--- src/hdl/segment_tree_range_counter_assert.svh ---
// Assertion macros for the segment tree range counter.
// Included by the modules that check their own control logic; no dependencies.
`ifndef SEGMENT_TREE_RANGE_COUNTER_ASSERT_SVH
`define SEGMENT_TREE_RANGE_COUNTER_ASSERT_SVH

// Same-cycle implication, disabled during reset.
`define STC_ASSERT_NOW(lbl, clk_sig, rst_sig, ante, cons, msg) \
  lbl: assert property (@(posedge clk_sig) disable iff (rst_sig) (ante) |-> (cons)) \
    else $error(msg);

// Next-cycle implication, disabled during reset.
`define STC_ASSERT_NEXT(lbl, clk_sig, rst_sig, ante, cons, msg) \
  lbl: assert property (@(posedge clk_sig) disable iff (rst_sig) (ante) |=> (cons)) \
    else $error(msg);

`endif

--- src/hdl/stc_pkg.sv ---
// Shared constants and types for the segment tree range counter.
// No dependencies; imported by every module of the block.
package stc_pkg;

  localparam int VALUE_BITS_DEF = 16;
  localparam int COUNT_BITS_DEF = 20;

  localparam int FIELD_BITS     = 16;
  localparam int CMD_BITS       = 2;
  localparam int OUT_COUNT_BITS = 20;
  localparam int IN_TDATA_BITS  = 48;
  localparam int OUT_TDATA_BITS = 24;

  localparam int APB_ADDR_BITS = 3;
  localparam int APB_DATA_BITS = 32;

  localparam logic [FIELD_BITS-1:0] MAX_VALUE_RESET = 16'hFFFF;

  // Word index of a register, taken from paddr[2].
  localparam logic [0:0] REG_MAX_VALUE = 1'b0;

  localparam logic [CMD_BITS-1:0] CMD_INSERT = 2'd0;
  localparam logic [CMD_BITS-1:0] CMD_QUERY  = 2'd1;
  localparam logic [CMD_BITS-1:0] CMD_CLEAR  = 2'd2;

  typedef struct packed {
    logic wr_en;
    logic rd_en;
  } mem_ctl_t;

endpackage

--- src/hdl/stc_cfg_regs.sv ---
// APB register file for the segment tree range counter (max_value register).
// Depends on stc_pkg.
module stc_cfg_regs (
  input  logic                              clk,
  input  logic                              rst,
  input  logic                              psel,
  input  logic                              penable,
  input  logic                              pwrite,
  input  logic [stc_pkg::APB_ADDR_BITS-1:0] paddr,
  input  logic [stc_pkg::APB_DATA_BITS-1:0] pwdata,
  output logic [stc_pkg::APB_DATA_BITS-1:0] prdata,
  output logic                              pready,
  output logic [stc_pkg::FIELD_BITS-1:0]    max_value
);
  import stc_pkg::*;

  logic wr_hit;

  assign pready = 1'b1;
  assign wr_hit = psel && penable && pwrite && pready && (paddr[2] == REG_MAX_VALUE);

  always_ff @(posedge clk) begin
    if (rst) begin
      max_value <= MAX_VALUE_RESET;
    end else if (wr_hit) begin
      max_value <= pwdata[FIELD_BITS-1:0];
    end
  end

  always_comb begin
    if (paddr[2] == REG_MAX_VALUE) begin
      prdata = APB_DATA_BITS'(max_value);
    end else begin
      prdata = '0;
    end
  end

endmodule

--- config.mk ---
export PLATFORM = sky130hd
export DESIGN_NAME = stc_cfg_regs
export DESIGN_NICKNAME = d
export VERILOG_FILES = /design/src/hdl/segment_tree_range_counter_assert.svh /design/src/hdl/stc_pkg.sv /design/src/hdl/stc_cfg_regs.sv
export SDC_FILE = /design/constraint.sdc
export NUM_CORES = 1
export LEC_CHECK = 0
export ABC_AREA = 1
export BUFFER_PORTS_ARGS = -buffer_cell sky130_fd_sc_hd__buf_4
export CORE_UTILIZATION = 38
export DETAILED_ROUTE_END_ITERATION = 16
export GPL_ROUTABILITY_DRIVEN = 1
export HOLD_SLACK_MARGIN = 0.12
export PLACE_DENSITY_LB_ADDON = 0.2
export RECOVER_POWER = 25
export SYNTH_ARGS = -nofsm -noshare
export SYNTH_HDL_FRONTEND = slang
export SYNTH_SLANG_ARGS = --single-unit
--- constraint.sdc ---
create_clock -name clk -period 2.2 [get_ports clk]
set_clock_uncertainty 0.05 [all_clocks]
set_input_delay 0.11 -clock clk [delete_from_list [all_inputs] [get_ports clk]]
set_output_delay 0.11 -clock clk [all_outputs]
set_load 0.005 [all_outputs]
Word level (Yosys, flattened, before mapping)
Index checks and enable logic that the tools add are counted.
{"block": "op_classes", "n_bitwise": 1, "n_reduce_logical": 3, "n_mux": 1}
{"op": "$mux 16", "count": 1}
{"op": "$logic_and 1x1->1", "count": 3}
{"op": "$not 1->1", "count": 1}
{"block": "word_totals", "register_bits": 16, "input_bits": 40, "wordCells": 6, "output_inout_bits": 49}

Logic depth before layout (Yosys ltp)
{"block": "depth", "word_depth": 3, "depth_mapped": 6, "depth_no_buf": 5}

Least setup slack after synthesis
OpenSTA, ideal clock, no wires.
{"block": "synth_path", "path_kind": "input to register", "from": "in paddr[2] (netlist bit)", "to": "reg max_value[0] (netlist bit)", "required_time_ns": 2.020, "path_buffers": 2, "setup_time_ns": 0.130, "path_slack_ns": 1.336, "stages": 6, "arrival_time_ns": 0.684, "path_cell_list": "buf_6 > nor2_8 > nand2_4 > buf_6 > nand2_1 > nand3_1"}
{"block": "synth_via", "elab_chain_cells": 2}
{"item": "start: declaration", "line_no": "stc_cfg_regs.sv:9", "source": "input logic [stc_pkg::APB_ADDR_BITS-1:0] paddr,"}
{"item": "$not 1->1"}
{"item": "$logic_and 1x1->1", "line_no": "stc_cfg_regs.sv:20", "source": "assign wr_hit = psel && penable && pwrite && pready && (paddr[2] == REG_MAX_VALUE);"}
{"item": "end signal: assignment", "line_no": "stc_cfg_regs.sv:26", "source": "max_value <= pwdata[FIELD_BITS-1:0];"}
{"item": "end: declaration", "line_no": "stc_cfg_regs.sv:13", "source": "output logic [stc_pkg::FIELD_BITS-1:0] max_value"}
No other way between the ends.
A chain may end at the register's enable or synchronous reset.

Worst setup path in the final report
{"block": "layout_path", "from": "in paddr[2] (netlist bit)", "to": "reg max_value[13] (netlist bit)"}
The elaborated chain is that of the path after synthesis.

==> results.sh <==
export IMPL_status="finished, final reports clean"
export IMPL_power_density_nw_per_um2=476
export IMPL_ir_worst_vdd_v=0.000324
export IMPL_syn_cell_area_um2=886
export IMPL_reg2reg_depth=2
export IMPL_crit_reg2reg_launch="max_value[0]"
export IMPL_netlist_area_leader_share=0.362
export IMPL_timing_fmax_mhz=708
export IMPL_p_leak_nw=0.860
export IMPL_setup_violations=0
export IMPL_largest_reg_flops=16
export IMPL_ys_seq_area_frac=0.362
export IMPL_grt_pass1_wl_um=3480
export IMPL_drt_vias_per_instance=4.27
export IMPL_worstSetupEndpointType="flip-flop"
export IMPL_fin_nets=233
export IMPL_io_pins=89
export IMPL_drt_wl_total_um=2260
export IMPL_final_cells=220
export IMPL_synthArstFlopShare=0
export IMPL_netlist_top_cells_area="dfxtp_1 (36%), nand3_1 (18%), buf_4 (15%)"
export IMPL_postLayoutCellArea_um2=1390
export IMPL_insertion_delay_ns=0.28
export IMPL_die_area_um2=2530
export IMPL_syn_inst=127
export IMPL_ctsHtreeMaxLevel=1
export IMPL_startpoint="paddr[2]"
export IMPL_start_util=0.400
export IMPL_maxSlewViolCount=0
export IMPL_place_area_um2=1200
export IMPL_numCtsBuffers=3
export IMPL_fin_hold_ws_ns=0.230
export IMPL_met3WireLength_um=124
export IMPL_top_layer="met4"
export IMPL_numClockSinks=16
export IMPL_finalCritPeriodShare=0.642
export IMPL_grt_max_degree=18
export IMPL_pre_cts_slack_ns=1.08
export IMPL_core_area_um2=2210
export IMPL_routed_wl_met2_um=1130
export IMPL_route_detailed_drc=0
export IMPL_ys_types=13
export IMPL_ys_warn_count=0
export IMPL_min_period_ns=1.41
export IMPL_dieHeight_um=50.3
export IMPL_num_vias=939
export IMPL_worst_pin_slew_ns=0.906
export IMPL_worstHoldPathType="in -> reg"
export IMPL_detail_route_antenna_nets=0
export IMPL_clk_pin_slew_ns=0.10
export IMPL_wl_met1_um=993
export IMPL_gp_congestion=0.630
export IMPL_yosysMostFrequentCell="nand3_1"
export IMPL_worst_slack_ns=0.787
export IMPL_largestRegisters="max_value (16)"
export IMPL_clockRootBuffer="clkbuf_4"
export IMPL_num_antenna_cells=0
export IMPL_top_register="max_value"
export IMPL_fin_tns_setup_ns=0
export IMPL_grt_pass1_vias=809
export IMPL_post_route_util=0.628
export IMPL_synth_ff_type="dfxtp_1"
export IMPL_synth_edf_count=0
export IMPL_hold_viol=0
export IMPL_grt_overflow_total=0
export IMPL_wl_per_cell_um=10.3
export IMPL_worstSetupStartpointType="input pin"
export IMPL_ctsResizeCount=0
export IMPL_synth_top_cells_by_count="nand3_1 (32), buf_4 (18), inv_1 (18)"
export IMPL_critical_path_class="in -> reg"
export IMPL_drv_cap=0
export IMPL_grt_antenna_before_repair=0
export IMPL_synth_top_cell_by_area="dfxtp_1"
export IMPL_totalPowerFinal_mw=0.661
export IMPL_layout_drive_gt1_share=0.302
export IMPL_whs_path_depth=3
export IMPL_cts_buffer_depth=2
export IMPL_fp_row_count=17
export IMPL_cp_arrival_ns=1.59
export IMPL_cts_tree="built"
export IMPL_syn2layout_area_growth_pct=56.8
export IMPL_port_buffers=53
export IMPL_max_slew_margin=0.396
export IMPL_dp_cells=200
export IMPL_drt_initial_drc_count=12
export IMPL_critPathMaxFanout=17
export IMPL_die_w_um=50.3
export IMPL_rsz0062_at_grt="no"
export IMPL_avgSynthCellArea_um2=6.98
export IMPL_grt_use_total=0.185
export IMPL_ys_ff_latch=16
export IMPL_hpwlAfterDp_um=1430
export IMPL_drtPass1Iterations=4
export IMPL_hold_path_startpoint="rst"
export IMPL_cp_required_ns=2.38
## worst paths after layout
kind,to,slack [ns]
worst max-delay path,max_value[13],0.79
worst min-delay path,max_value[3],0.23
worst max register to register,max_value[0],1.55
worst min register to register,max_value[3],0.44
## layout by cell type (no fill, tap or decap), drive strengths merged
master	instances
nand2	18
nand3	32
inv	19
buf	52
dfxtp	16
conb	17
dlygate4sd3	16
clkbuf	5
nor2	17
## metal layers
metal,track usage,vias to the layer above
met2,0.331,40
met5,0,-
met3,0.0303,2
li1,-,483
met1,0.211,414
met4,0.0857,0
## worst max-delay path: stages
cell and delay, ns:
clkbuf_1 0.66, nor2_8 0.16, nand2_1 0.46, nand2_1 0.10, nand3_1 0.09
## where the power goes
group / internal (mW) / total [mW] / switching (mW) / leakage, nW
registers: 0.300 / 0.308 / 0.00778 / 0.131
logic: 0.0904 / 0.158 / 0.0673 / 0.708
clock network: 0.101 / 0.196 / 0.0950 / 0.0210
total: 0.491 / 0.661 / 0.170 / 0.860
## cell type report
| type | instances | area [µm²] |
|---|---|---|
| fillers | 220 | 823 |
| repair buffers | 69 | 554 |
| multi-input cells | 84 | 372 |
| flip-flops and latches | 16 | 320 |
| inverters | 19 | 71.3 |
| clock buffers | 4 | 36.3 |
| well taps | 28 | 35.0 |
## cell families after synthesis
logic type / after synthesis / synth area share
flip-flops: 16 / 0.362
AND/OR/NAND/NOR: 67 / 0.356
other: 2 / 0.00848
buffers and inverters: 42 / 0.274
## repair_timing
item,in CTS,in global routing
setup endpoints to repair,0,0
hold buffers,16,0
buffers inserted,0,0
hold endpoints to repair,16,0
Power figures use the tool's default switching activity.
