--- config.mk ---
export PLATFORM = sky130hd
export DESIGN_NAME = stc_tree_walk
export DESIGN_NICKNAME = d
export VERILOG_FILES = /design/src/hdl/stc_pkg.sv /design/src/hdl/stc_tree_walk.sv
export VERILOG_INCLUDE_DIRS = /design/src /design/src/hdl
export SDC_FILE = /design/constraint.sdc
export NUM_CORES = 1
export LEC_CHECK = 0
export BUFFER_PORTS_ARGS = -buffer_cell sky130_fd_sc_hd__buf_4
export CAP_MARGIN = 10
export CORE_ASPECT_RATIO = 1.4
export CORE_MARGIN = 5
export CORE_UTILIZATION = 30
export CTS_CLUSTER_SIZE = 12
export DETAILED_ROUTE_END_ITERATION = 12
export PLACE_DENSITY = 0.43
export SLEW_MARGIN = 15
export SYNTH_ARGS = -nofsm -noshare
export SYNTH_HDL_FRONTEND = slang
export SYNTH_SLANG_ARGS = --single-unit
--- constraint.sdc ---
create_clock -name clk -period 15.2 [get_ports clk]
set_input_delay 2.28 -clock clk [delete_from_list [all_inputs] [get_ports clk]]
set_output_delay 2.28 -clock clk [all_outputs]
set_load 0.005 [all_outputs]
--- src/hdl/segment_tree_range_counter_assert.svh ---
// Assertion macros for the segment tree range counter.
// Included by the modules that check their own control logic; no dependencies.
`ifndef SEGMENT_TREE_RANGE_COUNTER_ASSERT_SVH
`define SEGMENT_TREE_RANGE_COUNTER_ASSERT_SVH

// Same-cycle implication, disabled during reset.
`define STC_ASSERT_NOW(lbl, clk_sig, rst_sig, ante, cons, msg) \
  lbl: assert property (@(posedge clk_sig) disable iff (rst_sig) (ante) |-> (cons)) \
    else $error(msg);

// Next-cycle implication, disabled during reset.
`define STC_ASSERT_NEXT(lbl, clk_sig, rst_sig, ante, cons, msg) \
  lbl: assert property (@(posedge clk_sig) disable iff (rst_sig) (ante) |=> (cons)) \
    else $error(msg);

`endif

--- src/hdl/stc_pkg.sv ---
// Shared constants and types for the segment tree range counter.
// No dependencies; imported by every module of the block.
package stc_pkg;

  localparam int VALUE_BITS_DEF = 16;
  localparam int COUNT_BITS_DEF = 20;

  localparam int FIELD_BITS     = 16;
  localparam int CMD_BITS       = 2;
  localparam int OUT_COUNT_BITS = 20;
  localparam int IN_TDATA_BITS  = 48;
  localparam int OUT_TDATA_BITS = 24;

  localparam int APB_ADDR_BITS = 3;
  localparam int APB_DATA_BITS = 32;

  localparam logic [FIELD_BITS-1:0] MAX_VALUE_RESET = 16'hFFFF;

  // Word index of a register, taken from paddr[2].
  localparam logic [0:0] REG_MAX_VALUE = 1'b0;

  localparam logic [CMD_BITS-1:0] CMD_INSERT = 2'd0;
  localparam logic [CMD_BITS-1:0] CMD_QUERY  = 2'd1;
  localparam logic [CMD_BITS-1:0] CMD_CLEAR  = 2'd2;

  typedef struct packed {
    logic wr_en;
    logic rd_en;
  } mem_ctl_t;

endpackage

--- src/hdl/stc_tree_walk.sv ---
// Tree walker: sequences clear sweeps, insert read-modify-write paths and
// range query descents over the node store, and holds the result register.
// Depends on stc_pkg and segment_tree_range_counter_assert.svh.
module stc_tree_walk #(
  parameter int VALUE_BITS = stc_pkg::VALUE_BITS_DEF,
  parameter int COUNT_BITS = stc_pkg::COUNT_BITS_DEF
) (
  input  logic                                clk,
  input  logic                                rst,
  input  logic                                in_valid,
  output logic                                in_ready,
  input  logic [stc_pkg::CMD_BITS-1:0]        cmd,
  input  logic [stc_pkg::FIELD_BITS-1:0]      value,
  input  logic [stc_pkg::FIELD_BITS-1:0]      range_low,
  input  logic [stc_pkg::FIELD_BITS-1:0]      range_high,
  input  logic [stc_pkg::FIELD_BITS-1:0]      max_value,
  output logic                                out_valid,
  input  logic                                out_ready,
  output logic [stc_pkg::OUT_COUNT_BITS-1:0]  out_count,
  output logic                                out_error,
  output stc_pkg::mem_ctl_t                   ctl,
  output logic [VALUE_BITS+1:0]               waddr,
  output logic [COUNT_BITS-1:0]               wdata,
  output logic [VALUE_BITS+1:0]               raddr,
  input  logic [COUNT_BITS-1:0]               rdata
);
  import stc_pkg::*;
  `include "segment_tree_range_counter_assert.svh"

  localparam int IDX_BITS = VALUE_BITS + 2;
  localparam int CW       = (VALUE_BITS > FIELD_BITS) ? VALUE_BITS : FIELD_BITS;
  localparam int SW       = (COUNT_BITS > OUT_COUNT_BITS) ? COUNT_BITS : OUT_COUNT_BITS;
  localparam logic [CW-1:0]         VMAX = CW'((64'd1 << VALUE_BITS) - 64'd1);
  localparam logic [COUNT_BITS-1:0] CMAX = {COUNT_BITS{1'b1}};
  localparam logic [SW-1:0]         OMAX = SW'((64'd1 << OUT_COUNT_BITS) - 64'd1);
  localparam logic [IDX_BITS-1:0]   ROOT = IDX_BITS'(1);

  typedef enum logic [6:0] {
    ST_IDLE    = 7'b0000001,
    ST_CLEAR   = 7'b0000010,
    ST_INS_RD  = 7'b0000100,
    ST_INS_WR  = 7'b0001000,
    ST_Q_WALK  = 7'b0010000,
    ST_Q_DRAIN = 7'b0100000,
    ST_Q_DONE  = 7'b1000000
  } state_t;

  state_t state, state_next;

  logic [IDX_BITS-1:0] clr_idx, clr_idx_next;
  logic [IDX_BITS-1:0] idx, idx_next;
  logic [CW-1:0]       b, b_next, e, e_next, lo, lo_next, hi, hi_next;
  logic [CW-1:0]       key, key_next;
  logic                pend_valid, pend_valid_next;
  logic [IDX_BITS-1:0] pend_idx, pend_idx_next;
  logic [CW-1:0]       pend_b, pend_b_next, pend_e, pend_e_next, pend_hi, pend_hi_next;
  logic                pend_load;
  logic [COUNT_BITS-1:0] acc, acc_next;
  logic                acc_pending, acc_pending_next;
  logic                err, err_next;
  logic                last, last_next;
  logic [IDX_BITS-1:0] wr_idx, wr_idx_next;
  logic                out_valid_next;
  logic [OUT_COUNT_BITS-1:0] out_count_next;
  logic                out_error_next;

  logic [CW:0]         mid_sum;
  logic [CW-1:0]       mid, mid_inc;
  logic [IDX_BITS-1:0] idx_l, idx_r;
  logic [CW-1:0]       eff_max, lo_in, hi_in;
  logic                exact;
  logic [COUNT_BITS:0] acc_sum;
  logic [COUNT_BITS-1:0] acc_add, node_inc;
  logic [SW-1:0]       acc_wide;

  assign in_ready = (state == ST_IDLE);

  assign eff_max  = (CW'(max_value) > VMAX) ? VMAX : CW'(max_value);
  assign lo_in    = CW'(range_low);
  assign hi_in    = CW'(range_high);
  assign mid_sum  = {1'b0, b} + {1'b0, e};
  assign mid      = mid_sum[CW:1];
  assign mid_inc  = mid + CW'(1);
  assign idx_l    = {idx[IDX_BITS-2:0], 1'b0};
  assign idx_r    = {idx[IDX_BITS-2:0], 1'b1};
  assign exact    = (b == lo) && (e == hi);
  assign acc_sum  = {1'b0, acc} + {1'b0, rdata};
  assign acc_add  = acc_sum[COUNT_BITS] ? CMAX : acc_sum[COUNT_BITS-1:0];
  assign node_inc = (rdata == CMAX) ? rdata : rdata + COUNT_BITS'(1);
  assign acc_wide = SW'(acc);

  always_comb begin
    state_next      = state;
    clr_idx_next    = clr_idx;
    idx_next        = idx;
    b_next          = b;
    e_next          = e;
    lo_next         = lo;
    hi_next         = hi;
    key_next        = key;
    pend_valid_next = pend_valid;
    pend_idx_next   = pend_idx;
    pend_b_next     = pend_b;
    pend_e_next     = pend_e;
    pend_hi_next    = pend_hi;
    pend_load       = 1'b0;
    acc_next        = acc;
    err_next        = err;
    last_next       = last;
    wr_idx_next     = wr_idx;
    out_valid_next  = out_valid;
    out_count_next  = out_count;
    out_error_next  = out_error;
    ctl             = '0;
    raddr           = idx;
    waddr           = wr_idx;
    wdata           = node_inc;

    if (acc_pending) begin
      acc_next = acc_add;
    end
    if (out_ready) begin
      out_valid_next = 1'b0;
    end

    case (state)
      ST_IDLE: begin
        if (in_valid) begin
          case (cmd)
            CMD_INSERT: begin
              idx_next   = ROOT;
              b_next     = '0;
              e_next     = eff_max;
              key_next   = CW'(value);
              state_next = ST_INS_RD;
            end
            CMD_QUERY: begin
              acc_next = '0;
              if (lo_in > hi_in || hi_in > eff_max) begin
                err_next   = 1'b1;
                state_next = ST_Q_DONE;
              end else begin
                err_next        = 1'b0;
                idx_next        = ROOT;
                b_next          = '0;
                e_next          = eff_max;
                lo_next         = lo_in;
                hi_next         = hi_in;
                pend_valid_next = 1'b0;
                state_next      = ST_Q_WALK;
              end
            end
            CMD_CLEAR: begin
              clr_idx_next = '0;
              state_next   = ST_CLEAR;
            end
            default: begin
            end
          endcase
        end
      end
      ST_CLEAR: begin
        ctl.wr_en    = 1'b1;
        waddr        = clr_idx;
        wdata        = '0;
        clr_idx_next = clr_idx + IDX_BITS'(1);
        if (&clr_idx) begin
          state_next = ST_IDLE;
        end
      end
      ST_INS_RD: begin
        ctl.rd_en   = 1'b1;
        raddr       = idx;
        wr_idx_next = idx;
        if (b < e) begin
          last_next = 1'b0;
          if (key <= mid) begin
            e_next   = mid;
            idx_next = idx_l;
          end else begin
            b_next   = mid_inc;
            idx_next = idx_r;
          end
        end else begin
          last_next = 1'b1;
        end
        state_next = ST_INS_WR;
      end
      ST_INS_WR: begin
        ctl.wr_en  = 1'b1;
        waddr      = wr_idx;
        wdata      = node_inc;
        state_next = last ? ST_IDLE : ST_INS_RD;
      end
      ST_Q_WALK: begin
        if (exact) begin
          ctl.rd_en = 1'b1;
          raddr     = idx;
          if (pend_valid) begin
            // resume the right-hand branch saved at the first split
            idx_next        = pend_idx;
            b_next          = pend_b;
            e_next          = pend_e;
            lo_next         = pend_b;
            hi_next         = pend_hi;
            pend_valid_next = 1'b0;
          end else begin
            state_next = ST_Q_DRAIN;
          end
        end else if (hi <= mid) begin
          idx_next = idx_l;
          e_next   = mid;
        end else if (lo > mid) begin
          idx_next = idx_r;
          b_next   = mid_inc;
        end else if (hi == e) begin
          // right child is covered whole: take it, keep descending left
          ctl.rd_en = 1'b1;
          raddr     = idx_r;
          idx_next  = idx_l;
          e_next    = mid;
          hi_next   = mid;
        end else if (lo == b) begin
          ctl.rd_en = 1'b1;
          raddr     = idx_l;
          idx_next  = idx_r;
          b_next    = mid_inc;
          lo_next   = mid_inc;
        end else begin
          pend_load       = 1'b1;
          pend_valid_next = 1'b1;
          pend_idx_next   = idx_r;
          pend_b_next     = mid_inc;
          pend_e_next     = e;
          pend_hi_next    = hi;
          idx_next        = idx_l;
          e_next          = mid;
          hi_next         = mid;
        end
      end
      ST_Q_DRAIN: begin
        state_next = ST_Q_DONE;
      end
      ST_Q_DONE: begin
        if (!out_valid || out_ready) begin
          out_valid_next = 1'b1;
          out_error_next = err;
          out_count_next = (acc_wide > OMAX) ? OMAX[OUT_COUNT_BITS-1:0]
                                             : acc_wide[OUT_COUNT_BITS-1:0];
          state_next     = ST_IDLE;
        end
      end
      default: begin
        state_next = ST_IDLE;
      end
    endcase

    acc_pending_next = (state == ST_Q_WALK) && ctl.rd_en;
  end

  always_ff @(posedge clk) begin
    if (rst) begin
      state       <= ST_CLEAR;
      clr_idx     <= '0;
      pend_valid  <= 1'b0;
      acc_pending <= 1'b0;
      out_valid   <= 1'b0;
    end else begin
      state       <= state_next;
      clr_idx     <= clr_idx_next;
      pend_valid  <= pend_valid_next;
      acc_pending <= acc_pending_next;
      out_valid   <= out_valid_next;
    end
  end

  always_ff @(posedge clk) begin
    idx       <= idx_next;
    b         <= b_next;
    e         <= e_next;
    lo        <= lo_next;
    hi        <= hi_next;
    key       <= key_next;
    pend_idx  <= pend_idx_next;
    pend_b    <= pend_b_next;
    pend_e    <= pend_e_next;
    pend_hi   <= pend_hi_next;
    acc       <= acc_next;
    err       <= err_next;
    last      <= last_next;
    wr_idx    <= wr_idx_next;
    out_count <= out_count_next;
    out_error <= out_error_next;
  end

  `STC_ASSERT_NOW(a_pend_single, clk, rst, pend_load, !pend_valid, "second pending branch")
  `STC_ASSERT_NOW(a_rw_apart, clk, rst, ctl.wr_en && ctl.rd_en, waddr != raddr, "read and write collide")
  `STC_ASSERT_NOW(a_done_drained, clk, rst, state == ST_Q_DONE, !acc_pending, "result before last sum")
  `STC_ASSERT_NEXT(a_clear_closed, clk, rst, state == ST_CLEAR && !(&clr_idx), !in_ready, "item taken during clear")

endmodule

=== Yosys cells after proc, flatten, opt, wreduce, memory -nomap -nowiden ===
Cells that the tools add are included.

* Bits of input ports: 90
* Register bits after elaboration: 252
* Logic and storage cells: 199
* Output and inout port bits: 81

* Multiplexer cells: 98
* Eq/ne operators: 39
* $lt $le $gt $ge: 8
* Add/sub/neg operators: 5
* Reductions and logical operators: 23
* Bitwise logic cells: 5

{| class="wikitable"
|+ Operators by type and width
! operator !! count
|-
| 16-bit two-way mux || 33
|-
| 18-bit two-way mux || 14
|-
| 20-bit two-way mux || 7
|-
| 16-bit one-hot mux with 2 select lines || 4
|-
| 16-bit one-hot mux with 3 select lines || 2
|-
| 18-bit one-hot mux with 2 select lines || 2
|-
| 16-bit equality test || 4
|-
| 18-bit one-hot mux with 3 select lines || 1
|-
| 7-bit one-hot mux with 7 select lines || 1
|-
| 16-bit > comparator || 3
|-
| 7-bit two-way mux || 6
|-
| 16-bit <= comparator || 2
|-
| 1-bit two-way mux || 24
|-
| 20-bit by 20-bit adder with 21-bit output || 1
|-
| 3-bit != test (second input constant) || 7
|-
| 7-bit one-hot mux with 3 select lines || 1
|-
| 20-bit by 1-bit adder with 20-bit output (second input constant) || 1
|-
| 20-bit equality test (second input constant) || 1
|-
| 20-bit > comparator (second input constant) || 1
|-
| 18-bit by 1-bit adder with 18-bit output (second input constant) || 1
|-
| 2-bit != test (second input constant) || 9
|-
| 18-bit AND reduction || 1
|-
| 6-bit AND reduction || 3
|-
| 9-bit AND reduction || 2
|-
| 32 further kinds || 47
|}

=== Depth between registers and ports, before layout ===
Gate-level depths: netlist of run 1.

* Depth in word-level cells: 8
* Mapped depth: 20
* Mapped depth without buffers: 18

=== Worst setup path before layout of run 1 ===
OpenSTA, ideal clock, no wires.

* Path kind: reg2reg
* From: register b[8]
* To: register pend_b[0], enable pin
* Clock period less this slack: 8975 ps
* Data required time: 14632 ps
* Data arrival time: 8407 ps
* Setup slack: 6225 ps
* Stages on the path, launching flop included: 14
* Setup time: 568 ps
* Cell sequence: edfxtp_1 > ha_1 > buf_2 > nor4_1 > o21ai_2 > a21o_1 > a311oi_1 > ha_1 > a21o_1 > a21o_1 > a211oi_1 > a311oi_2 > or2_2 > nor3_1

* Longest elaborated chain between the ends: 4
* Elaborated cells on any way between the ends: 11
* Classes of those cells: add/sub: 1; order compare: 2; eq/ne: 2; bitwise: 4; reduce/logical: 2

{| class="wikitable"
|+ RTL lines
! element !! line !! RTL
|-
| from (decl) || stc_tree_walk.sv:52 || <nowiki>logic [CW-1:0] b, b_next, e, e_next, lo, lo_next, hi, hi_next;</nowiki>
|-
| from (signal assigned) || stc_tree_walk.sv:279 || <nowiki>b <= b_next;</nowiki>
|-
| 16-bit by 16-bit adder with 17-bit output or 16-bit equality test (tied branches) || stc_tree_walk.sv:81, stc_tree_walk.sv:86, stc_tree_walk.sv:223 ||
|-
| 16-bit > comparator, or another cell as far along || stc_tree_walk.sv:213 || <nowiki>end else if (lo > mid) begin</nowiki>
|-
| 1-bit NOT (no source line) || -- ||
|-
| 6-bit AND reduction (no source line) * || -- ||
|-
| to (signal assigned) || stc_tree_walk.sv:285 || <nowiki>pend_b <= pend_b_next;</nowiki>
|-
| to (decl) || stc_tree_walk.sv:56 || <nowiki>logic [CW-1:0] pend_b, pend_b_next, pend_e, pend_e_next, pend_hi, pend_hi_next;</nowiki>
|}

Mark *: on every way between the ends. The rest lies on a longest branch, timed or not.
A chain may end at the register's enable or synchronous reset.

=== Worst setup path after layout of run 1 ===
* From: register b[2]
* To: output port raddr[8]

* Longest elaborated chain between the ends: 7
* Elaborated cells on any way between the ends: 12
* Classes of those cells: add/sub: 1; order compare: 2; eq/ne: 2; mux: 6; reduce/logical: 1

{| class="wikitable"
|+ RTL lines
! element !! line !! RTL
|-
| parallel branches: the longest is 5 deep, another holds 16-bit by 16-bit adder with 17-bit output || -- ||
|-
| 18-bit two-way mux * || stc_tree_walk.sv:196 || <nowiki>if (exact) begin</nowiki>
|-
| 18-bit two-way mux * || stc_tree_walk.sv:126 || <nowiki>case (state)</nowiki>
|-
| to (decl) || stc_tree_walk.sv:24 || <nowiki>output logic [VALUE_BITS+1:0] raddr,</nowiki>
|}

Every way passes the cells marked *.

==> metrics, run 1 <==
worst skew pair latency=0.59 ns; largest net degree at the start of global routing=54; final hold vios=0; relative slew slack=23.67%; yosys warns=0; PwrDens=84.39 nW/µm²; TritonCTS clock tree=built; clock root buffer=clkbuf_16; die area=56190 µm²; htree depth=1; gr usage total=17.81%; # rows=98; core area=51010 µm²; Hold/Removal Path Class=reg -> reg; Layout Nets=1840; area growth from synthesis to layout=19.25%; Inserted Clock Buffers=29; Hold WS=0.4613 ns; layout cells sized above 1=18.24%; hold buffer count at cts=0; wire per inst=22.63 µm; antenna violations before repair=0; dpl hpwl=39260 µm; Most used DFF post-synth=edfxtp_1; P_leak=7.211 nW; Sink Count=252; Avg Inst Size Synth=10.57 µm²; setup TNS=0 ns; final worst path period share=54.25%; status=finished clean; Slew @ Worst Pin=1.144 ns; CTS resizes=0; Post-synth ARST share=0%; post-synth cell types=86; Post-CTS Setup Inserts=0; Mapped Area=15450 µm²; Worst setup SP type=flop; global-route wire length before repair=77480 µm; Syn Nets=1686; GPL Wtd Cong=0.8712; vias in the first global route=12320; WL final=51790 µm; via/cell ratio=5.186; DRT Pass-1 Iters=5; Final min period=8.247 ns; crit path DAT=5.97 ns; max cap viols=0; chip width=201.8 µm; Clock transition at path regs=0.06 ns; final setup vio count=0; iteration-0 DRC count of the detailed router=538; via count=11870; critical-path cell list=ha_1 -> and4bb_1 -> o31ai_1 -> a211o_1 -> nand2b_1 -> a2111oi_0 -> o21bai_1 -> nand2_1 -> inv_1 -> ha_1 -> and4_1 -> o211ai_1 -> o211a_1 -> o21ai_0 -> o21ai_1 -> nor4_4 -> buf_4 -> mux2_1 -> buf_4; remaining antenna violation count=0; number of synthesized flops with an enable pin=204; drt drc=0; Cells after DPL=2235; kind of end point of the critical path=primary output; Critical Path Max Stage Delay=0.56 ns; maximum vdd drop=71.44 µV; clk buf depth=3; Seq/Total Area, Yosys=45.88%; initial core utilization=30.28%; Synth Instances=1462; global route total overflow=0; Post-Route Skew=0.02547 ns; I/O pins=171; max-slew violation count=0; Layout Utilization=36.11%; PortBufs=170; CP required=12.92 ns; Finished Layout Cells=2289; Max Freq=121.3 MHz; RSZ-0062 raised after global routing=no; Synth Register Bits=252; n_diodes=0; critical path peak fanout=17; Die Ht=278.5 µm; Setup Crit Path Kind=reg -> out; cell at the slowest stage of the critical path=a2111oi_0
[power by group]
group | internal [W] | total, W | switching [W]
sequential | 0.000743 | 0.000748 | 0.00000407
clock | 0.000394 | 0.000693 | 0.000299
combinational | 0.0000519 | 0.000114 | 0.0000617
[final timing paths]
path,slack (ns),end,start,depth (start not counted)
min,0.46,out_error,err,0
max reg2reg,9.12,e[2],b[2],16
max,6.95,raddr[8],b[2],19
min reg2reg,0.46,out_error,err,0
[flip-flops by register name, indices dropped and copies added, names as in the netlist, 17 cells and up]
signal,flops
acc,20
out_count,20
clr_idx,18
idx,18
wr_idx,18
pend_idx,17
[cell usage in the layout, fill, tap and decap left out, types with 7 or more instances in the layout]
cell type  synthesis  routed
xor2_1            39      39
a211oi_1           8       8
a22oi_1           15      15
xnor2_1           63      63
mux2_2            22      22
edfxtp_1         204     204
nor3_1            27      26
buf_4              0     191
nor2_1            95      91
nor4_1            13      12
ha_1             132     132
o211ai_1          18      18
a21oi_1           71      71
inv_1             87      87
dfxtp_1           48      48
or3_1              7       7
and3_1            11      11
o21ai_0          102     102
clkbuf_1          58      10
a22o_1            28      28
nand2b_1          23      23
nand3_1           38      38
nand2_1           98      96
nor2b_1           25      25
o21a_1             8       8
o2111ai_1          7       7
mux2_1            15      15
a21o_1            24      24
nand4_1           27      27
clkbuf_16          0      31
mux2i_1           17      17
[layout make-up]
cell class,count,area [µm²]
Sequential cell,252,7087
Timing Repair Buffer,191,1434
Clock buffer,45,868.3
Fill cell,5219,32590
Clock inverter,9,61.31
Multi-Input combinational cell,1054,7826
Tap cell,650,813.3
Inverter,88,330.3
[synth_stat cells (8+ instances only)]
library cell	n	area [µm²]
a21oi_1	71	355.3
xnor2_1	63	551.8
a21o_1	24	180.2
nor2_1	95	356.6
nand2b_1	23	143.9
nand4_1	27	168.9
mux2_2	22	247.7
nand3_1	38	190.2
edfxtp_1	204	6126
mux2_1	15	168.9
a211oi_1	8	60.06
nand2_1	98	367.9
mux2i_1	17	170.2
nor4_1	13	81.33
dfxtp_1	48	960.9
a22o_1	28	245.2
clkbuf_1	58	217.7
xor2_1	39	341.6
nor3_1	27	135.1
nor2b_1	25	156.4
a22oi_1	15	112.6
ha_1	132	1652
o211ai_1	18	135.1
inv_1	87	326.6
o21ai_0	102	510.5
and3_1	11	68.82
o21a_1	8	60.06
[through the flow]
| step | area [µm²] | setup WS [ns] | total power [W] |
|---|---|---|---|
| 3_5_place_dp | 17490 | 7.592 | 0.0008768 |
| 4_1_cts | 18420 | 6.936 | 0.001579 |
| 6_report | 18420 | 6.953 | 0.001555 |
| 3_3_place_gp | 17490 | 7.677 | 0.0008758 |
| 5_1_grt | 18420 | 6.547 | 0.001619 |
| 2_1_floorplan | 15450 | 6.225 | 0.0008284 |
[per-layer routing]
layer | up-vias | wire (µm) | track usage, %
met5 | - | 0 | 0
met4 | 0 | 2072 | 6.664
met3 | 82 | 1941 | 2.191
met2 | 285 | 27240 | 33.65
met1 | 5767 | 20540 | 20.43
li1 | 5736 | - | -
[kinds of logic (layout without fill, tap and decap cells)]
group,after synthesis,after routing,share of synthesized area [%]
and+or+nand+nor,406,406,13.56
AOI/OAI and AO/OA,353,353,15.55
xor gates and xnor gates,106,106,6.326
adders and majority gates,135,135,11.02
muxes,54,54,3.799
buffers and inverters,156,333,3.864
DFF,252,252,45.88
[worst max-delay path, delay by kind of cell (launching register included)]
kind                       cells  cell delay (ns)
AOI/OAI and AO/OA              8             2.21
adders and majority gates      2             0.72
buffers and inverters          3             0.57
DFF                            1             0.44
muxes                          1             0.37
and+or+nand+nor                5             1.05
No activity file was read; power rests on OpenSTA's default activity.
==> run 2: changes to the inputs <==
--- a/config.mk
+++ b/config.mk
@@ -13,7 +13,7 @@
 export CORE_UTILIZATION = 30
 export CTS_CLUSTER_SIZE = 12
 export DETAILED_ROUTE_END_ITERATION = 12
-export PLACE_DENSITY = 0.43
+export PLACE_DENSITY = 0.45
 export SLEW_MARGIN = 15
 export SYNTH_ARGS = -nofsm -noshare
 export SYNTH_HDL_FRONTEND = slang
==> constraint.sdc (replaced) <==
create_clock -name clk -period 7.45 [get_ports clk]
set_input_delay 1.1175 -clock clk [delete_from_list [all_inputs] [get_ports clk]]
set_output_delay 1.1175 -clock clk [all_outputs]
set_load 0.005 [all_outputs]
==> run 2 against run 1 <==
Net effect:
- cell count grew 0.13%
- cell area grew 0.18%
- worst setup slack lost 6.5 ns
- combinational power grew 100%
- sequential power grew 100%
- flip-flop and latch count is the same
- critical path depth grew 1
- critical endpoint is now raddr[17]
- largest cell class unchanged
- highest routed layer unchanged
==> metrics, run 2 (same netlist as run 1, synthesis figures left out) <==
status=finished clean (unchanged); global route total overflow=0 (unchanged); via count=11840 (was 11870); Die Ht=278.5 µm (unchanged); drt drc=0 (unchanged); dpl hpwl=39060 µm (was 39260 µm); largest registers=acc (20), out_count (20) (unchanged); RSZ-0062 raised after global routing=no (unchanged); Layout Nets=1843 (was 1840); Cells after DPL=2238 (was 2235); final setup vio count=0 (unchanged); chip width=201.8 µm (unchanged); largest net degree at the start of global routing=54 (unchanged); global-route wire length before repair=77400 µm (was 77480 µm); htree depth=1 (unchanged); Sink Count=252 (unchanged); switching pwr=0.0007520 W (was 0.0003653 W); final hold vios=0 (unchanged); final worst path period share=93.55%; max-slew violation count=0 (unchanged); gr usage total=17.66% (was 17.81%); Finished Layout Cells=2292 (was 2289); P_leak=7.235 nW (was 7.211 nW); wire per inst=22.32 µm (was 22.63 µm); initial core utilization=30.28% (unchanged); # rows=98 (unchanged); PnR worst setup slack=0.4804 ns (was 6.953 ns); worst skew pair latency=0.59 ns (about the same); PortBufs=170 (unchanged); WL final=51150 µm (was 51790 µm); Clk pwr share=44.3% (was 44.6%); n_diodes=0 (unchanged); via/cell ratio=5.164 (was 5.186); Slew @ Worst Pin=1.101 ns (was 1.144 ns); CP required=6.33 ns (was 12.92 ns); layout cells sized above 1=18.82% (was 18.24%); vias in the first global route=12190 (was 12320); clock root buffer=clkbuf_16 (unchanged); Post-CTS Setup Inserts=0 (unchanged); kind of end point of the critical path=primary output (unchanged); worst flop-to-flop path startpoint=e[4] (was b[2]); critical path peak fanout=17 (unchanged); Hold Startpoint=err (unchanged); most frequent cells in the layout=204 x edfxtp_1, 194 x buf_4, 132 x ha_1, 102 x o21ai_0, 96 x nand2_1 (was 204 x edfxtp_1, 191 x buf_4, 132 x ha_1, 102 x o21ai_0, 96 x nand2_1); max cap viols=0 (unchanged); Worst setup SP type=flop (unchanged); Fillers=5179 (was 5219); maximum vdd drop=161.9 µV (was 71.44 µV); setup TNS=0 ns (unchanged); combinational share of power=7.3% (about the same); Max Freq=143.5 MHz; Post-Route Skew=0.01100 ns (was 0.02547 ns); clk buf depth=3 (unchanged); Setup Crit Path Kind=reg -> out (unchanged); cell at the slowest stage of the critical path=nor3_2 (was a2111oi_0); post-route cell area=18450 µm² (was 18420 µm²); most common cell after layout, fill and taps aside=edfxtp_1 (unchanged); Hold/Removal Path Class=reg -> reg (unchanged); crit path DAT=5.85 ns (was 5.97 ns); Cell Area, Placed=17520 µm² (was 17490 µm²); sequential power share=48.3% (was 48.1%); cell-internal power=0.002402 W (was 0.001189 W); die area=56190 µm² (unchanged); area of the multi-input gates=7845 µm² (was 7826 µm²); Critical Path Max Stage Delay=0.50 ns (was 0.56 ns); PwrDens=170.9 nW/µm² (was 84.39 nW/µm²); Inserted Clock Buffers=29 (unchanged); sw frac=23.84% (was 23.50%); Final min period=6.970 ns; relative slew slack=26.02% (was 23.67%); pre-CTS WS=1.127 ns (was 7.592 ns); I/O pins=171 (unchanged); DRT Pass-1 Iters=5 (unchanged); area growth from synthesis to layout=19.47% (was 19.25%); buffers plus inverters on the worst setup path=4 (was 3); remaining antenna violation count=0 (unchanged); critical path launch point=e[4] (was b[2]); TritonCTS clock tree=built (unchanged); critical-path cell list=inv_1 -> ha_1 -> nor3b_1 -> nor3_2 -> a211o_1 -> nand2b_1 -> a2111oi_1 -> o21bai_1 -> nand2_1 -> inv_1 -> ha_1 -> and4_1 -> o211ai_1 -> o211a_1 -> o21ai_0 -> o21ai_1 -> nor4_4 -> buf_4 -> mux2_1 -> buf_4 (was ha_1 -> and4bb_1 -> o31ai_1 -> a211o_1 -> nand2b_1 -> a2111oi_0 -> o21bai_1 -> nand2_1 -> inv_1 -> ha_1 -> and4_1 -> o211ai_1 -> o211a_1 -> o21ai_0 -> o21ai_1 -> nor4_4 -> buf_4 -> mux2_1 -> buf_4); cell family contributing the most delay on the critical path=compound AO/OA/AOI/OAI gates (unchanged); hold buffer count at cts=0 (unchanged); antenna violations before repair=0 (unchanged); Clock transition at path regs=0.06 ns (about the same); core area=51010 µm² (unchanged); iteration-0 DRC count of the detailed router=685 (was 538); GPL Wtd Cong=0.8575 (was 0.8712); Reg area=7087 µm² (unchanged)
run 2: stage by stage:
step | hold slack, ns | total power [W] | utilization (%)
after floorplan | 0.4003 | 0.001690 | -
after global placement | 0.4049 | 0.001786 | 34.35
after detailed placement | 0.4066 | 0.001788 | 34.35
after CTS | 0.4208 | 0.003203 | 36.15
after global routing | 0.4285 | 0.003292 | 36.18
final | 0.4242 | 0.003154 | 36.18
run 2: final timing paths:
path | cells past startpoint | to | slack, ns
setup reg to reg | 17 | e[12] | 1.54
hold reg to reg | 0 | out_error | 0.42
setup / recovery | 20 | raddr[17] | 0.48
hold / removal | 0 | out_error | 0.42
run 2: power by group through the flow:
| stage | clock [W] | combinational, W | sequential [W] |
|---|---|---|---|
| 6_report | 0.00140 | 0.000231 | 0.00152 |
| 4_1_cts | 0.00144 | 0.000234 | 0.00152 |
| 5_1_grt | 0.00151 | 0.000260 | 0.00153 |
| 3_5_place_dp | 0 | 0.000233 | 0.00156 |
| 2_1_floorplan | 0 | 0.000138 | 0.00155 |
| 3_3_place_gp | 0 | 0.000231 | 0.00155 |
run 2: final cells by class:
class                   count  area share, %
flip-flops and latches    252          38.41
clock buffers              39          4.468
repair buffers            194          7.893
inverters                  88          1.790
well taps                 650          4.407
clock inverters            15         0.5221
multi-input cells        1054          42.51
run 2: timing repair:
action | CTS | global route
setup endpoints to repair | 0 | 17
resized for setup | 0 | 2
hold endpoints to repair | 0 | 0
run 2: layer usage:
metal / track usage (%) / part of all wire (%) / vias up
met4: 4.963 / 2.6 / 0
li1: - / - / 5751
met1: 20.46 / 40 / 5804
met3: 2.133 / 3.4 / 59
met2: 33.98 / 54 / 222
met5: 0 / 0 / -
==> run 3: changes to the inputs <==
--- a/config.mk
+++ b/config.mk
@@ -9,10 +9,11 @@
 export BUFFER_PORTS_ARGS = -buffer_cell sky130_fd_sc_hd__buf_4
 export CAP_MARGIN = 10
 export CORE_ASPECT_RATIO = 1.4
-export CORE_MARGIN = 5
+export CORE_MARGIN = 10
 export CORE_UTILIZATION = 30
 export CTS_CLUSTER_SIZE = 12
 export DETAILED_ROUTE_END_ITERATION = 12
+export MAX_ROUTING_LAYER = met4
 export PLACE_DENSITY = 0.45
 export SLEW_MARGIN = 15
 export SYNTH_ARGS = -nofsm -noshare
==> run 3 against run 2 <==
Net effect:
- first-iteration DRC count down 1.8%
- largest cell class unchanged
- critical path type unchanged
- count of clock-buffer cells in the layout down 5
- clock power up 10%
- critical path depth unchanged
- combinational power about the same
- fmax down 1.7%
- non-clock buffer count up 3
- global-route usage down 0.41 points
- register-to-register slack better by 0.08 ns
==> metrics, run 3 (same netlist as run 1, synthesis figures left out) <==
worst skew pair latency=0.59 ns (about the same); antenna violations before repair=1 (was 0); final worst path period share=95.15% (was 93.55%); largest registers=acc (20), out_count (20) (unchanged); Fillers=5145 (was 5179); cell at the slowest stage of the critical path=a2111oi_0 (was nor3_2); vias in the first global route=12230 (was 12190); htree depth=1 (unchanged); Hold Startpoint=err (unchanged); global route total overflow=0 (unchanged); status=finished clean (unchanged); Worst Hold Path EP=out_error (unchanged); # rows=98 (unchanged); GPL Wtd Cong=0.8854 (was 0.8575); reg2reg path depth=19 (was 17); Cells after DPL=2241 (was 2238); CP required=6.33 ns (about the same); Slew @ Worst Pin=1.207 ns (was 1.101 ns); Hold/Removal Path Class=reg -> reg (unchanged); Setup Crit Path Kind=reg -> out (unchanged); cell family contributing the most delay on the critical path=compound AO/OA/AOI/OAI gates (unchanged); worst flop-to-flop path startpoint=e[2] (was e[4]); Critical Path Max Stage Delay=0.53 ns (was 0.50 ns); global-route wire length before repair=78290 µm (was 77400 µm); max cap viols=0 (unchanged); drt drc=0 (unchanged); PortBufs=170 (unchanged); layout cells sized above 1=18.55% (was 18.82%); initial core utilization=30.28% (unchanged); clock root buffer=clkbuf_16 (unchanged); Clock transition at path regs=0.06 ns (about the same); kind of end point of the critical path=primary output (unchanged); PwrDens=177.4 nW/µm² (was 170.9 nW/µm²); Layout Nets=1847 (was 1843); clk buf depth=3 (unchanged); maximum vdd drop=157.5 µV (was 161.9 µV); hold path depth=0 (unchanged); n_diodes=0 (unchanged); Sink Count=252 (unchanged); Final min period=7.089 ns (was 6.970 ns); most frequent cells in the layout=204 x edfxtp_1, 197 x buf_4, 132 x ha_1, 102 x o21ai_0, 96 x nand2_1 (was 204 x edfxtp_1, 194 x buf_4, 132 x ha_1, 102 x o21ai_0, 96 x nand2_1); I/O pins=171 (unchanged); gr usage total=17.25% (was 17.66%); critical-path cell list=inv_1 -> ha_1 -> and4bb_1 -> o31ai_1 -> a211o_1 -> nand2b_1 -> a2111oi_0 -> o21bai_1 -> nand2_1 -> inv_1 -> ha_1 -> and4_1 -> o211ai_1 -> o211a_1 -> o21ai_0 -> o21ai_1 -> nor4_4 -> buf_4 -> mux2_1 -> buf_4 (was inv_1 -> ha_1 -> nor3b_1 -> nor3_2 -> a211o_1 -> nand2b_1 -> a2111oi_1 -> o21bai_1 -> nand2_1 -> inv_1 -> ha_1 -> and4_1 -> o211ai_1 -> o211a_1 -> o21ai_0 -> o21ai_1 -> nor4_4 -> buf_4 -> mux2_1 -> buf_4); Finished Layout Cells=2294 (was 2292); most common cell after layout, fill and taps aside=edfxtp_1 (unchanged); final hold vios=0 (unchanged); final setup vio count=0 (unchanged); setup TNS=0 ns (unchanged); wire per inst=22.98 µm (was 22.32 µm); crit path DAT=5.97 ns (was 5.85 ns); dpl hpwl=40060 µm (was 39060 µm); relative slew slack=19.43% (was 26.02%); Max Freq=141.1 MHz (was 143.5 MHz); DRT Pass-1 Iters=5 (unchanged); reg-to-reg endpoint=pend_b[5] (was e[12]); P_leak=7.268 nW (was 7.235 nW); iteration-0 DRC count of the detailed router=673 (was 685); buffers plus inverters on the worst setup path=4 (unchanged); critical path peak fanout=17 (unchanged); chip width=211.8 µm (was 201.8 µm); RSZ-0062 raised after global routing=no (unchanged); largest net degree at the start of global routing=54 (unchanged); max-slew violation count=0 (unchanged); core area=51010 µm² (unchanged); TritonCTS clock tree=built (unchanged); remaining antenna violation count=0 (unchanged); die area=61090 µm² (was 56190 µm²); Worst setup SP type=flop (unchanged); via/cell ratio=5.222 (was 5.164); area growth from synthesis to layout=20.16% (was 19.47%); FF-to-FF setup slack=1.62 ns (was 1.54 ns); Inserted Clock Buffers=30 (was 29); Die Ht=288.5 µm (was 278.5 µm); WL final=52730 µm (was 51150 µm); Post-Route Skew=0.02832 ns (was 0.01100 ns); Levels on crit path=20 (unchanged); via count=11980 (was 11840)
-- run 3: cell types whose count changed in the layout (fill, tap and decap cells not counted), sizes merged --
cell / change
bufinv: +5
inv: -1
clkbuf: -5
clkinv: -2
clkinvlp: +2
buf: +3
-- run 3: layout make-up --
type / instances / area, µm² / share of cell area, %
clock buffer: 34 / 765.7 / 4.126
timing repair buffer: 197 / 1479 / 7.968
multi-input combinational: 1054 / 7843 / 42.25
tap: 650 / 813.3 / 4.382
sequential: 252 / 7087 / 38.18
inverter: 88 / 330.3 / 1.780
clock inverter: 19 / 242.7 / 1.308
-- run 3: stage by stage --
step | setup WS (ns) | power, W | hold slack, ns | utilization (%) | cell area, µm²
finish | 0.3612 | 0.003293 | 0.4334 | 36.39 | 18560
global route | 0.01039 | 0.003422 | 0.4480 | 36.39 | 18560
CTS | 0.4089 | 0.003344 | 0.4329 | 36.35 | 18540
detailed placement | 1.070 | 0.001788 | 0.4164 | 34.37 | 17530
global placement | 1.231 | 0.001786 | 0.4029 | 34.37 | 17530
floorplan | 0.4912 | 0.001690 | 0.4003 | - | 15450
-- run 3: power by group --
part | switching, W | internal (W)
Clock | 0.000629 | 0.000908
Sequential | 0.00000772 | 0.00152
Combinational | 0.000125 | 0.000106
Total | 0.000762 | 0.00253
-- run 3: worst max-delay path by stage --
stage | start | to | slack, ns
after global placement | e[2] | raddr[6] | 1.23
after floorplan | b[8] | pend_b[0] | 0.49
final | e[2] | raddr[1] | 0.36
after detailed placement | e[5] | raddr[1] | 1.07
after global routing | e[2] | raddr[6] | 0.01
after CTS | e[2] | raddr[1] | 0.41
-- run 3: what timing repair did --
item                                    4_1_cts  5_1_grt
endpoints found under the setup margin        0       17
gates resized for setup                       0        2
buffers inserted                              0        0
hold buffers                                  0        0
-- run 3: metal layers --
metal / GRT usage [%] / vias to the layer above / part of all wire [%]
li1: - / 5745 / -
met1: 18.70 / 5849 / 39
met2: 32.11 / 312 / 54
met3: 1.714 / 73 / 3.9
met4: 5.801 / 0 / 3.2
met5: - / - / 0
